File: src/rtl/skrm_pkg.sv
package skrm_pkg;

    // Report layout
    localparam int unsigned REPORT_LEN = 11;
    localparam int unsigned IDX_W      = $clog2(REPORT_LEN);
    localparam int unsigned KEY_BYTES  = 6;

    localparam logic [IDX_W-1:0] IDX_FIRST  = IDX_W'(0);
    localparam logic [IDX_W-1:0] IDX_LAST   = IDX_W'(REPORT_LEN - 1);
    localparam logic [IDX_W-1:0] IDX_KEYEND = IDX_W'(KEY_BYTES - 1);
    localparam logic [IDX_W-1:0] BYTE_DX    = IDX_W'(6);
    localparam logic [IDX_W-1:0] BYTE_DY    = IDX_W'(7);
    localparam logic [IDX_W-1:0] BYTE_WR    = IDX_W'(8);
    localparam logic [IDX_W-1:0] BYTE_WL    = IDX_W'(9);
    localparam logic [IDX_W-1:0] BYTE_BTN   = IDX_W'(10);

    localparam logic [7:0]  POLL_CHAR  = 8'h73;
    localparam logic [19:0] IDLE_RESET = 20'd100000;

    localparam logic [7:0] BTN_LEFT  = 8'h80;
    localparam logic [7:0] BTN_RIGHT = 8'h40;
    localparam logic [7:0] SAT_POS   = 8'h7F;
    localparam logic [7:0] SAT_NEG   = 8'h81;

    // Request codes
    typedef enum logic [1:0] {
        REQ_LEFT  = 2'd0,
        REQ_RIGHT = 2'd1,
        REQ_SERIAL = 2'd2,
        REQ_TICK  = 2'd3
    } req_t;

    // Surviving bits per key byte when a half is cleared
    localparam logic [7:0] KEEP_LEFT  [KEY_BYTES] = '{8'h03, 8'hF0, 8'h3F, 8'h03, 8'hF1, 8'hC7};
    localparam logic [7:0] KEEP_RIGHT [KEY_BYTES] = '{8'hFC, 8'h0F, 8'hC0, 8'hFC, 8'h0E, 8'h38};

    // Destination bit (byte * 8 + bit) of each key bit
    localparam logic [5:0] DEST_LEFT [24] = '{
        6'd23, 6'd22, 6'd7,  6'd6,  6'd5,  6'd4,  6'd3,  6'd2,
        6'd29, 6'd28, 6'd27, 6'd26, 6'd11, 6'd10, 6'd9,  6'd8,
        6'd45, 6'd44, 6'd43, 6'd35, 6'd34, 6'd33, 6'd31, 6'd30
    };
    localparam logic [5:0] DEST_RIGHT [24] = '{
        6'd20, 6'd21, 6'd12, 6'd13, 6'd14, 6'd15, 6'd0,  6'd1,
        6'd38, 6'd39, 6'd24, 6'd25, 6'd16, 6'd17, 6'd18, 6'd19,
        6'd40, 6'd41, 6'd42, 6'd46, 6'd47, 6'd32, 6'd36, 6'd37
    };

    // Operation applied by the byte unit during an update sweep
    typedef struct packed {
        logic              clr_left;
        logic              clr_right;
        logic              add_en;
        logic              right;
        logic              button;
        logic [23:0]       keys;
        logic signed [7:0] dx;
        logic signed [7:0] dy;
        logic signed [7:0] dw;
    } alu_op_t;

    // Gather the key bits of one half that land in report byte idx
    function automatic logic [7:0] key_byte(input logic right, input logic [23:0] keys,
                                            input logic [2:0] idx);
        logic [7:0] res;
        logic [5:0] d;
        res = 8'h00;
        for (int k = 0; k < 24; k++)
        begin
            d = right ? DEST_RIGHT[k] : DEST_LEFT[k];
            if (keys[k] && (d[5:3] == idx))
            begin
                res[d[2:0]] = 1'b1;
            end
        end
        return res;
    endfunction

    // Signed add clamped to +/-127
    function automatic logic [7:0] sat_add(input logic signed [7:0] a,
                                           input logic signed [7:0] b);
        logic signed [8:0] s;
        s = {a[7], a} + {b[7], b};
        if (s > 9'sd127)
        begin
            return SAT_POS;
        end
        else if (s < -9'sd127)
        begin
            return SAT_NEG;
        end
        return s[7:0];
    endfunction

endpackage

File: src/rtl/split_keyboard_report_merger.sv
// Channel  Direction  Handshake          Payload
// in       input      in_valid/in_stall  req_type key_bits button delta_x delta_y
//                                        delta_wheel rx_byte
// out      output     out_valid/out_stall report_byte last
// cfg      input      cfg_we             cfg_wdata (idle_limit)
//
// A packet, or a tick that expires a half, runs a sweep of the byte unit over all 11
// report bytes, one byte per cycle; a plain tick or other serial byte causes no sweep.
// A poll streams 11 bytes through the output register, one per cycle when out_stall is
// low; out_stall holds the stream. The input stalls while a sweep or a poll runs.
// Reset clears the report and both idle counters and sets idle_limit to 100000.
module split_keyboard_report_merger (
    input  logic              clk,
    input  logic              rst_n,
    input  logic              in_valid,
    output logic              in_stall,
    input  logic [1:0]        req_type,
    input  logic [23:0]       key_bits,
    input  logic              button,
    input  logic signed [7:0] delta_x,
    input  logic signed [7:0] delta_y,
    input  logic signed [7:0] delta_wheel,
    input  logic [7:0]        rx_byte,
    output logic              out_valid,
    input  logic              out_stall,
    output logic [7:0]        report_byte,
    output logic              last,
    input  logic              cfg_we,
    input  logic [19:0]       cfg_wdata
);

    typedef enum logic [2:0] {
        ST_IDLE = 3'b001,
        ST_UPD  = 3'b010,
        ST_SEND = 3'b100
    } state_t;

    localparam int unsigned IW = skrm_pkg::IDX_W;

    state_t             state_reg, state_next;
    logic [IW-1:0]      idx_reg, idx_next;
    logic [7:0]         store_reg [skrm_pkg::REPORT_LEN];
    logic [20:0]        left_idle_reg, left_idle_next;
    logic [20:0]        right_idle_reg, right_idle_next;
    logic [19:0]        limit_reg;
    skrm_pkg::alu_op_t  op_reg, op_next;
    logic [7:0]         acc_reg, acc_next;
    logic               out_valid_reg;
    logic [7:0]         out_byte_reg;
    logic               out_last_reg;

    logic               in_xfer;
    logic               is_packet;
    logic               is_poll;
    logic               is_tick;
    logic [20:0]        left_inc;
    logic [20:0]        right_inc;
    logic               left_exp;
    logic               right_exp;
    logic [7:0]         cur_byte;
    logic [7:0]         alu_byte;
    logic               out_free;
    logic               load;
    logic [7:0]         chk;
    logic [7:0]         send_byte;

    assign in_stall  = (state_reg != ST_IDLE);
    assign in_xfer   = in_valid && !in_stall;
    assign is_packet = (req_type == skrm_pkg::REQ_LEFT) || (req_type == skrm_pkg::REQ_RIGHT);
    assign is_tick   = (req_type == skrm_pkg::REQ_TICK);
    assign is_poll   = (req_type == skrm_pkg::REQ_SERIAL) && (rx_byte == skrm_pkg::POLL_CHAR);

    // Advance idle counters and test against the limit
    assign left_inc  = left_idle_reg + 21'd1;
    assign right_inc = right_idle_reg + 21'd1;
    assign left_exp  = left_inc > {1'b0, limit_reg};
    assign right_exp = right_inc > {1'b0, limit_reg};

    // Shared byte update unit
    assign cur_byte = store_reg[idx_reg];

    skrm_byte_alu u_alu (
        .op  (op_reg),
        .idx (idx_reg),
        .cur (cur_byte),
        .nxt (alu_byte)
    );

    // Output byte with folded checksum on the final byte
    assign chk       = acc_reg ^ cur_byte;
    assign send_byte = (idx_reg == skrm_pkg::IDX_LAST)
                       ? (cur_byte | {4'h0, chk[7:4] ^ chk[3:0]}) : cur_byte;
    assign out_free  = !out_valid_reg || !out_stall;
    assign load      = (state_reg == ST_SEND) && out_free;

    // Sequencer
    always_comb
    begin
        state_next      = state_reg;
        idx_next        = idx_reg;
        op_next         = op_reg;
        acc_next        = acc_reg;
        left_idle_next  = left_idle_reg;
        right_idle_next = right_idle_reg;
        unique case (state_reg)
            ST_IDLE:
            begin
                if (in_xfer)
                begin
                    idx_next = skrm_pkg::IDX_FIRST;
                    acc_next = 8'h00;
                    if (is_packet)
                    begin
                        op_next.right     = (req_type == skrm_pkg::REQ_RIGHT);
                        op_next.clr_left  = (req_type == skrm_pkg::REQ_LEFT);
                        op_next.clr_right = (req_type == skrm_pkg::REQ_RIGHT);
                        op_next.add_en    = 1'b1;
                        op_next.button    = button;
                        op_next.keys      = key_bits;
                        op_next.dx        = delta_x;
                        op_next.dy        = delta_y;
                        op_next.dw        = delta_wheel;
                        if (req_type == skrm_pkg::REQ_RIGHT)
                        begin
                            right_idle_next = 21'd0;
                        end
                        else
                        begin
                            left_idle_next = 21'd0;
                        end
                        state_next = ST_UPD;
                    end
                    else if (is_tick)
                    begin
                        op_next.clr_left  = left_exp;
                        op_next.clr_right = right_exp;
                        op_next.add_en    = 1'b0;
                        op_next.button    = 1'b0;
                        left_idle_next    = left_exp ? 21'd0 : left_inc;
                        right_idle_next   = right_exp ? 21'd0 : right_inc;
                        if (left_exp || right_exp)
                        begin
                            state_next = ST_UPD;
                        end
                    end
                    else if (is_poll)
                    begin
                        state_next = ST_SEND;
                    end
                end
            end
            ST_UPD:
            begin
                idx_next = idx_reg + IW'(1);
                if (idx_reg == skrm_pkg::IDX_LAST)
                begin
                    idx_next   = skrm_pkg::IDX_FIRST;
                    state_next = ST_IDLE;
                end
            end
            ST_SEND:
            begin
                if (out_free)
                begin
                    acc_next = acc_reg ^ cur_byte;
                    idx_next = idx_reg + IW'(1);
                    if (idx_reg == skrm_pkg::IDX_LAST)
                    begin
                        idx_next   = skrm_pkg::IDX_FIRST;
                        state_next = ST_IDLE;
                    end
                end
            end
            default:
            begin
                state_next = ST_IDLE;
            end
        endcase
    end

    // Hold control state
    always_ff @(posedge clk or negedge rst_n)
    begin
        if (!rst_n)
        begin
            state_reg      <= ST_IDLE;
            idx_reg        <= skrm_pkg::IDX_FIRST;
            left_idle_reg  <= 21'd0;
            right_idle_reg <= 21'd0;
            limit_reg      <= skrm_pkg::IDLE_RESET;
            out_valid_reg  <= 1'b0;
        end
        else
        begin
            state_reg      <= state_next;
            idx_reg        <= idx_next;
            left_idle_reg  <= left_idle_next;
            right_idle_reg <= right_idle_next;
            if (cfg_we)
            begin
                limit_reg <= cfg_wdata;
            end
            if (load)
            begin
                out_valid_reg <= 1'b1;
            end
            else if (!out_stall)
            begin
                out_valid_reg <= 1'b0;
            end
        end
    end

    // Update report bytes; drop motion bytes once sent
    always_ff @(posedge clk or negedge rst_n)
    begin
        if (!rst_n)
        begin
            for (int i = 0; i < skrm_pkg::REPORT_LEN; i++)
            begin
                store_reg[i] <= 8'h00;
            end
        end
        else
        begin
            if (state_reg == ST_UPD)
            begin
                store_reg[idx_reg] <= alu_byte;
            end
            else if (load && (idx_reg >= skrm_pkg::BYTE_DX) && (idx_reg <= skrm_pkg::BYTE_WL))
            begin
                store_reg[idx_reg] <= 8'h00;
            end
        end
    end

    // Operation, checksum and output payload
    always_ff @(posedge clk)
    begin
        op_reg  <= op_next;
        acc_reg <= acc_next;
        if (load)
        begin
            out_byte_reg <= send_byte;
            out_last_reg <= (idx_reg == skrm_pkg::IDX_LAST);
        end
    end

    assign out_valid   = out_valid_reg;
    assign report_byte = out_byte_reg;
    assign last        = out_last_reg;

endmodule

File: src/rtl/skrm_byte_alu.sv
module skrm_byte_alu (
    input  skrm_pkg::alu_op_t                 op,
    input  logic [skrm_pkg::IDX_W-1:0]        idx,
    input  logic [7:0]                        cur,
    output logic [7:0]                        nxt
);

    logic [7:0] keep_l;
    logic [7:0] keep_r;
    logic [7:0] key_or;
    logic [7:0] btn_bit;

    // Masks for key bytes
    always_comb
    begin
        keep_l = 8'hFF;
        keep_r = 8'hFF;
        key_or = 8'h00;
        if (idx <= skrm_pkg::IDX_KEYEND)
        begin
            if (op.clr_left)
            begin
                keep_l = skrm_pkg::KEEP_LEFT[idx[2:0]];
            end
            if (op.clr_right)
            begin
                keep_r = skrm_pkg::KEEP_RIGHT[idx[2:0]];
            end
            if (op.add_en)
            begin
                key_or = skrm_pkg::key_byte(op.right, op.keys, idx[2:0]);
            end
        end
    end

    assign btn_bit = op.right ? skrm_pkg::BTN_RIGHT : skrm_pkg::BTN_LEFT;

    // Compute the new value of one report byte
    always_comb
    begin
        nxt = cur;
        case (idx) inside
            [skrm_pkg::IDX_FIRST:skrm_pkg::IDX_KEYEND]:
            begin
                nxt = (cur & keep_l & keep_r) | key_or;
            end
            skrm_pkg::BYTE_DX:
            begin
                if (op.add_en)
                begin
                    nxt = skrm_pkg::sat_add($signed(cur), op.dx);
                end
            end
            skrm_pkg::BYTE_DY:
            begin
                if (op.add_en)
                begin
                    nxt = skrm_pkg::sat_add($signed(cur), op.dy);
                end
            end
            skrm_pkg::BYTE_WR:
            begin
                if (op.add_en && op.right)
                begin
                    nxt = skrm_pkg::sat_add($signed(cur), op.dw);
                end
            end
            skrm_pkg::BYTE_WL:
            begin
                if (op.add_en && !op.right)
                begin
                    nxt = skrm_pkg::sat_add($signed(cur), op.dw);
                end
            end
            skrm_pkg::BYTE_BTN:
            begin
                nxt = cur & ~(op.clr_left ? skrm_pkg::BTN_LEFT : 8'h00)
                          & ~(op.clr_right ? skrm_pkg::BTN_RIGHT : 8'h00);
                if (op.add_en && op.button)
                begin
                    nxt = nxt | btn_bit;
                end
            end
            default:
            begin
                nxt = cur;
            end
        endcase
    end

endmodule
File: config.mk
export PLATFORM = sky130hd
export DESIGN_NAME = split_keyboard_report_merger
export DESIGN_NICKNAME = d
export VERILOG_FILES = /design/src/rtl/skrm_pkg.sv /design/src/rtl/split_keyboard_report_merger.sv /design/src/rtl/skrm_byte_alu.sv
export SDC_FILE = /design/constraint.sdc
export NUM_CORES = 1
export LEC_CHECK = 0
export BUFFER_PORTS_ARGS = -buffer_cell sky130_fd_sc_hd__buf_2
export CORE_ASPECT_RATIO = 0.6
export CORE_UTILIZATION = 66
export CTS_CLUSTER_SIZE = 12
export DETAILED_ROUTE_END_ITERATION = 16
export GPL_TIMING_DRIVEN = 0
export PLACE_DENSITY = 0.9
export REMOVE_ABC_BUFFERS = 1
export SETUP_SLACK_MARGIN = 0.1
export SLEW_MARGIN = 20
export SYNTH_ARGS = -nofsm -noshare
export SYNTH_HDL_FRONTEND = slang
export SYNTH_SLANG_ARGS = --single-unit
File: constraint.sdc
create_clock -name clk -period 7.85 [get_ports clk]
set_input_delay 0.785 -clock clk [delete_from_list [all_inputs] [get_ports clk]]
set_output_delay 0.785 -clock clk [all_outputs]
set_load 0.005 [all_outputs]
==> qor.yml <==
first_pass_iters: 7
place_congestion: 0.942
grt_max_degree: 102
via_per_inst: 6.84
dpl.hpwl_mm: 28.4
arrival_ps: 6300
crit_path_top_delay_cell: "o31ai_4"
cts.clk_slew.worst_paths_ps: 60
post_drt_wl_per_cell_um: 22.9
wl_met2_mm: 16.2
vias: 11800
core-area_um2: 20200
synth_area_um2: 13700
drive_gt1_frac: 0.154
crit_type: "reg -> reg"
grt_antenna_before_repair: 1
drt_wl_total_mm: 39.5
crit_family: "compound AO/OA/AOI/OAI gates"
crit_fanout: 20
cts_max_level: 1
hold_viol_final: 0
syn_avg_cell_area_um2: 10.1
r2r_cells: 13
synthFlopType: "dfrtp_1"
clock_sinks: 228
fp.dieW_um: 188
crit_top_cell: "a221oi_1"
drc: 0
power_density_nw_per_um2: 314
ys_ff_latch: 228
met3_length_mm: 5.45
crit_path_max_incr_delay_ps: 810
maxSlewHeadroom: 0.162
die_h_um: 114
critPathBufInv: 1
synth_common_cells: "nand2_1 (155), dfrtp_1 (151), o21ai_0 (93)"
grt_pass1_vias: 11200
ctsResizeCount: 0
ios: 95
post_cts_buffers: 0
cts_buffer_depth: 3
netlist_top_cells_area: "dfrtp_1 (28%), edfxtp_1 (15%), ha_1 (7.1%)"
drtIter0Drc: 1303
n_antenna_cell: 0
cts_hold_buf: 0
r2r_end: "store_reg[9]$_DFFE_PN0P_"
reg2reg_from: "idx_reg[0]$_DFFE_PN0P_"
period_needed_ps: 5910
power.leakage_uw: 0.00667
largest_reg_flops: 88
hp-class: "in -> async"
r2r_slack_ps: 1940
clock_skew_ps: 26.9
grt_use_total: 0.379
tns_ps: 0
seq_area_frac_synth: 0.441
rows: 40
fmaxAchievable_ghz: 0.169
synth_edf_count: 70
worst_pin_slew_ps: 1250
ant_nets: 0
slew_violations: 0
yosysMostFrequentCell: "nand2_1"
maxUsedRoutingLayer: "met5"
vdd_ir_drop_max_mv: 0.213
cp.required_ps: 8240
fin_nets: 1599
syn-instance-count: 1359
start_util: 0.679
synthToLayoutAreaGrowth_pct: 10.8
ys.warnings.count: 0
fin_crit_sh: 0.753
worst_setup_path_end_kind: "register"
cts_tree: "yes"
power_uw: 4780
cap_violations: 0
cts_made_buffers: 24
clock_latency_ps: 550
ys_async_sr_fraction: 0.693
wl_met1_mm: 16.7
synth_top_area_share: 0.275
clockRootBuffer: "clkbuf_16"
grt_pass1_wl_mm: 62.4
die-area_um2: 21400
synth_cell_types: 100
io_buffers: 94
start_kind: "register"
setup_viol: 0
yosys.area.top_type: "dfrtp_1"
status: "completed"
rsz0062_at_grt: "false"
crit_path_cell_trace: "buf_12 > nor2b_1 > a221oi_1 > o31ai_4 > ha_1 > a21o_1 > a221oi_1 > a21bo_1 > nand2_1 > o221ai_1 > o211ai_1 > a211oi_1 > o21ai_0"
overflow: 0
-- final cells by class --
type | instances | area (µm²)
multi-input combinational | 1021 | 7280
sequential | 228 | 6070
inverter | 59 | 221
clock buffer | 37 | 671
fill | 1363 | 5000
timing repair buffer | 100 | 591
clock inverter | 5 | 40.0
tap | 273 | 342
-- layout by cell type, fill, tap and decap left out, types with 11 or more instances in the layout --
master and n:
mux2_2 35, or3_1 13, mux4_2 13, a221oi_1 18, a21oi_1 48, and2_1 16, o211ai_1 11, nor2b_1 12
xor2_1 20, nand2b_1 14, a22o_1 25, and3_1 22, dfrtp_1 148, nand4_1 11, a32o_1 25, o21ai_1 28
xnor2_1 44, buf_2 93, inv_1 54, a21o_1 15, ha_1 78, nor2_1 78, nand3_1 49, o21ai_0 93
clkbuf_16 25, nand2_1 155, edfxtp_1 70, a31oi_1 24, nor3_1 20, clkbuf_1 12
-- per-stage QoR --
step / util / instance area, µm² / std cells / hold WS, ps / setup WS (ps)
2_1_floorplan: - / 13500 / 1308 / 438 / 2880
3_3_place_gp: 0.708 / 14300 / 1675 / 458 / 706
3_5_place_dp: 0.717 / 14500 / 1681 / 467 / 2160
4_1_cts: 0.752 / 15200 / 1723 / 168 / 2110
5_1_grt: 0.753 / 15200 / 1723 / 190 / 1610
6_report: 0.753 / 15200 / 1723 / 148 / 1940
-- kinds of logic after synthesis --
| logic type | after synthesis | share of synthesized area |
|---|---|---|
| simple gates | 430 | 0.152 |
| fa+ha+maj | 84 | 0.0776 |
| xor+xnor | 64 | 0.0408 |
| compound gates | 385 | 0.198 |
| mux | 58 | 0.0574 |
| buf+inv | 110 | 0.0326 |
| flops | 228 | 0.441 |
-- worst max-delay path by stage --
| stage | startpoint | end | slack (ps) | depth (start not counted) |
|---|---|---|---|---|
| detailed placement | idx_reg[0]$_DFFE_PN0P_ | store_reg[12]$_DFFE_PN0P_ | 2160 | 15 |
| global route | idx_reg[0]$_DFFE_PN0P_ | store_reg[9]$_DFFE_PN0P_ | 1610 | 13 |
| floorplan | idx_reg[0]$_DFFE_PN0P_ | store_reg[24]$_DFFE_PN0P_ | 2880 | 12 |
| CTS | idx_reg[0]$_DFFE_PN0P_ | store_reg[12]$_DFFE_PN0P_ | 2110 | 15 |
| finish | idx_reg[0]$_DFFE_PN0P_ | store_reg[9]$_DFFE_PN0P_ | 1940 | 13 |
| global placement | idx_reg[0]$_DFFE_PN0P_ | store_reg[12]$_DFFE_PN0P_ | 710 | 12 |
-- routing by layer --
metal,vias to the layer above,GRT usage
li1,5239,-
met1,5669,0.559
met2,774,0.528
met3,100,0.132
met4,2,0.101
met5,-,0
-- report_power, final --
group          switching [µW]  internal (µW)  total [µW]  leakage [µW]
Sequential                163           1460        1620       0.00260
Clock                     481            590        1070      0.000345
Combinational            1290            798        2090       0.00372
Total                    1930           2840        4780       0.00667
Note: power is estimated with default switching activity, not from simulation.
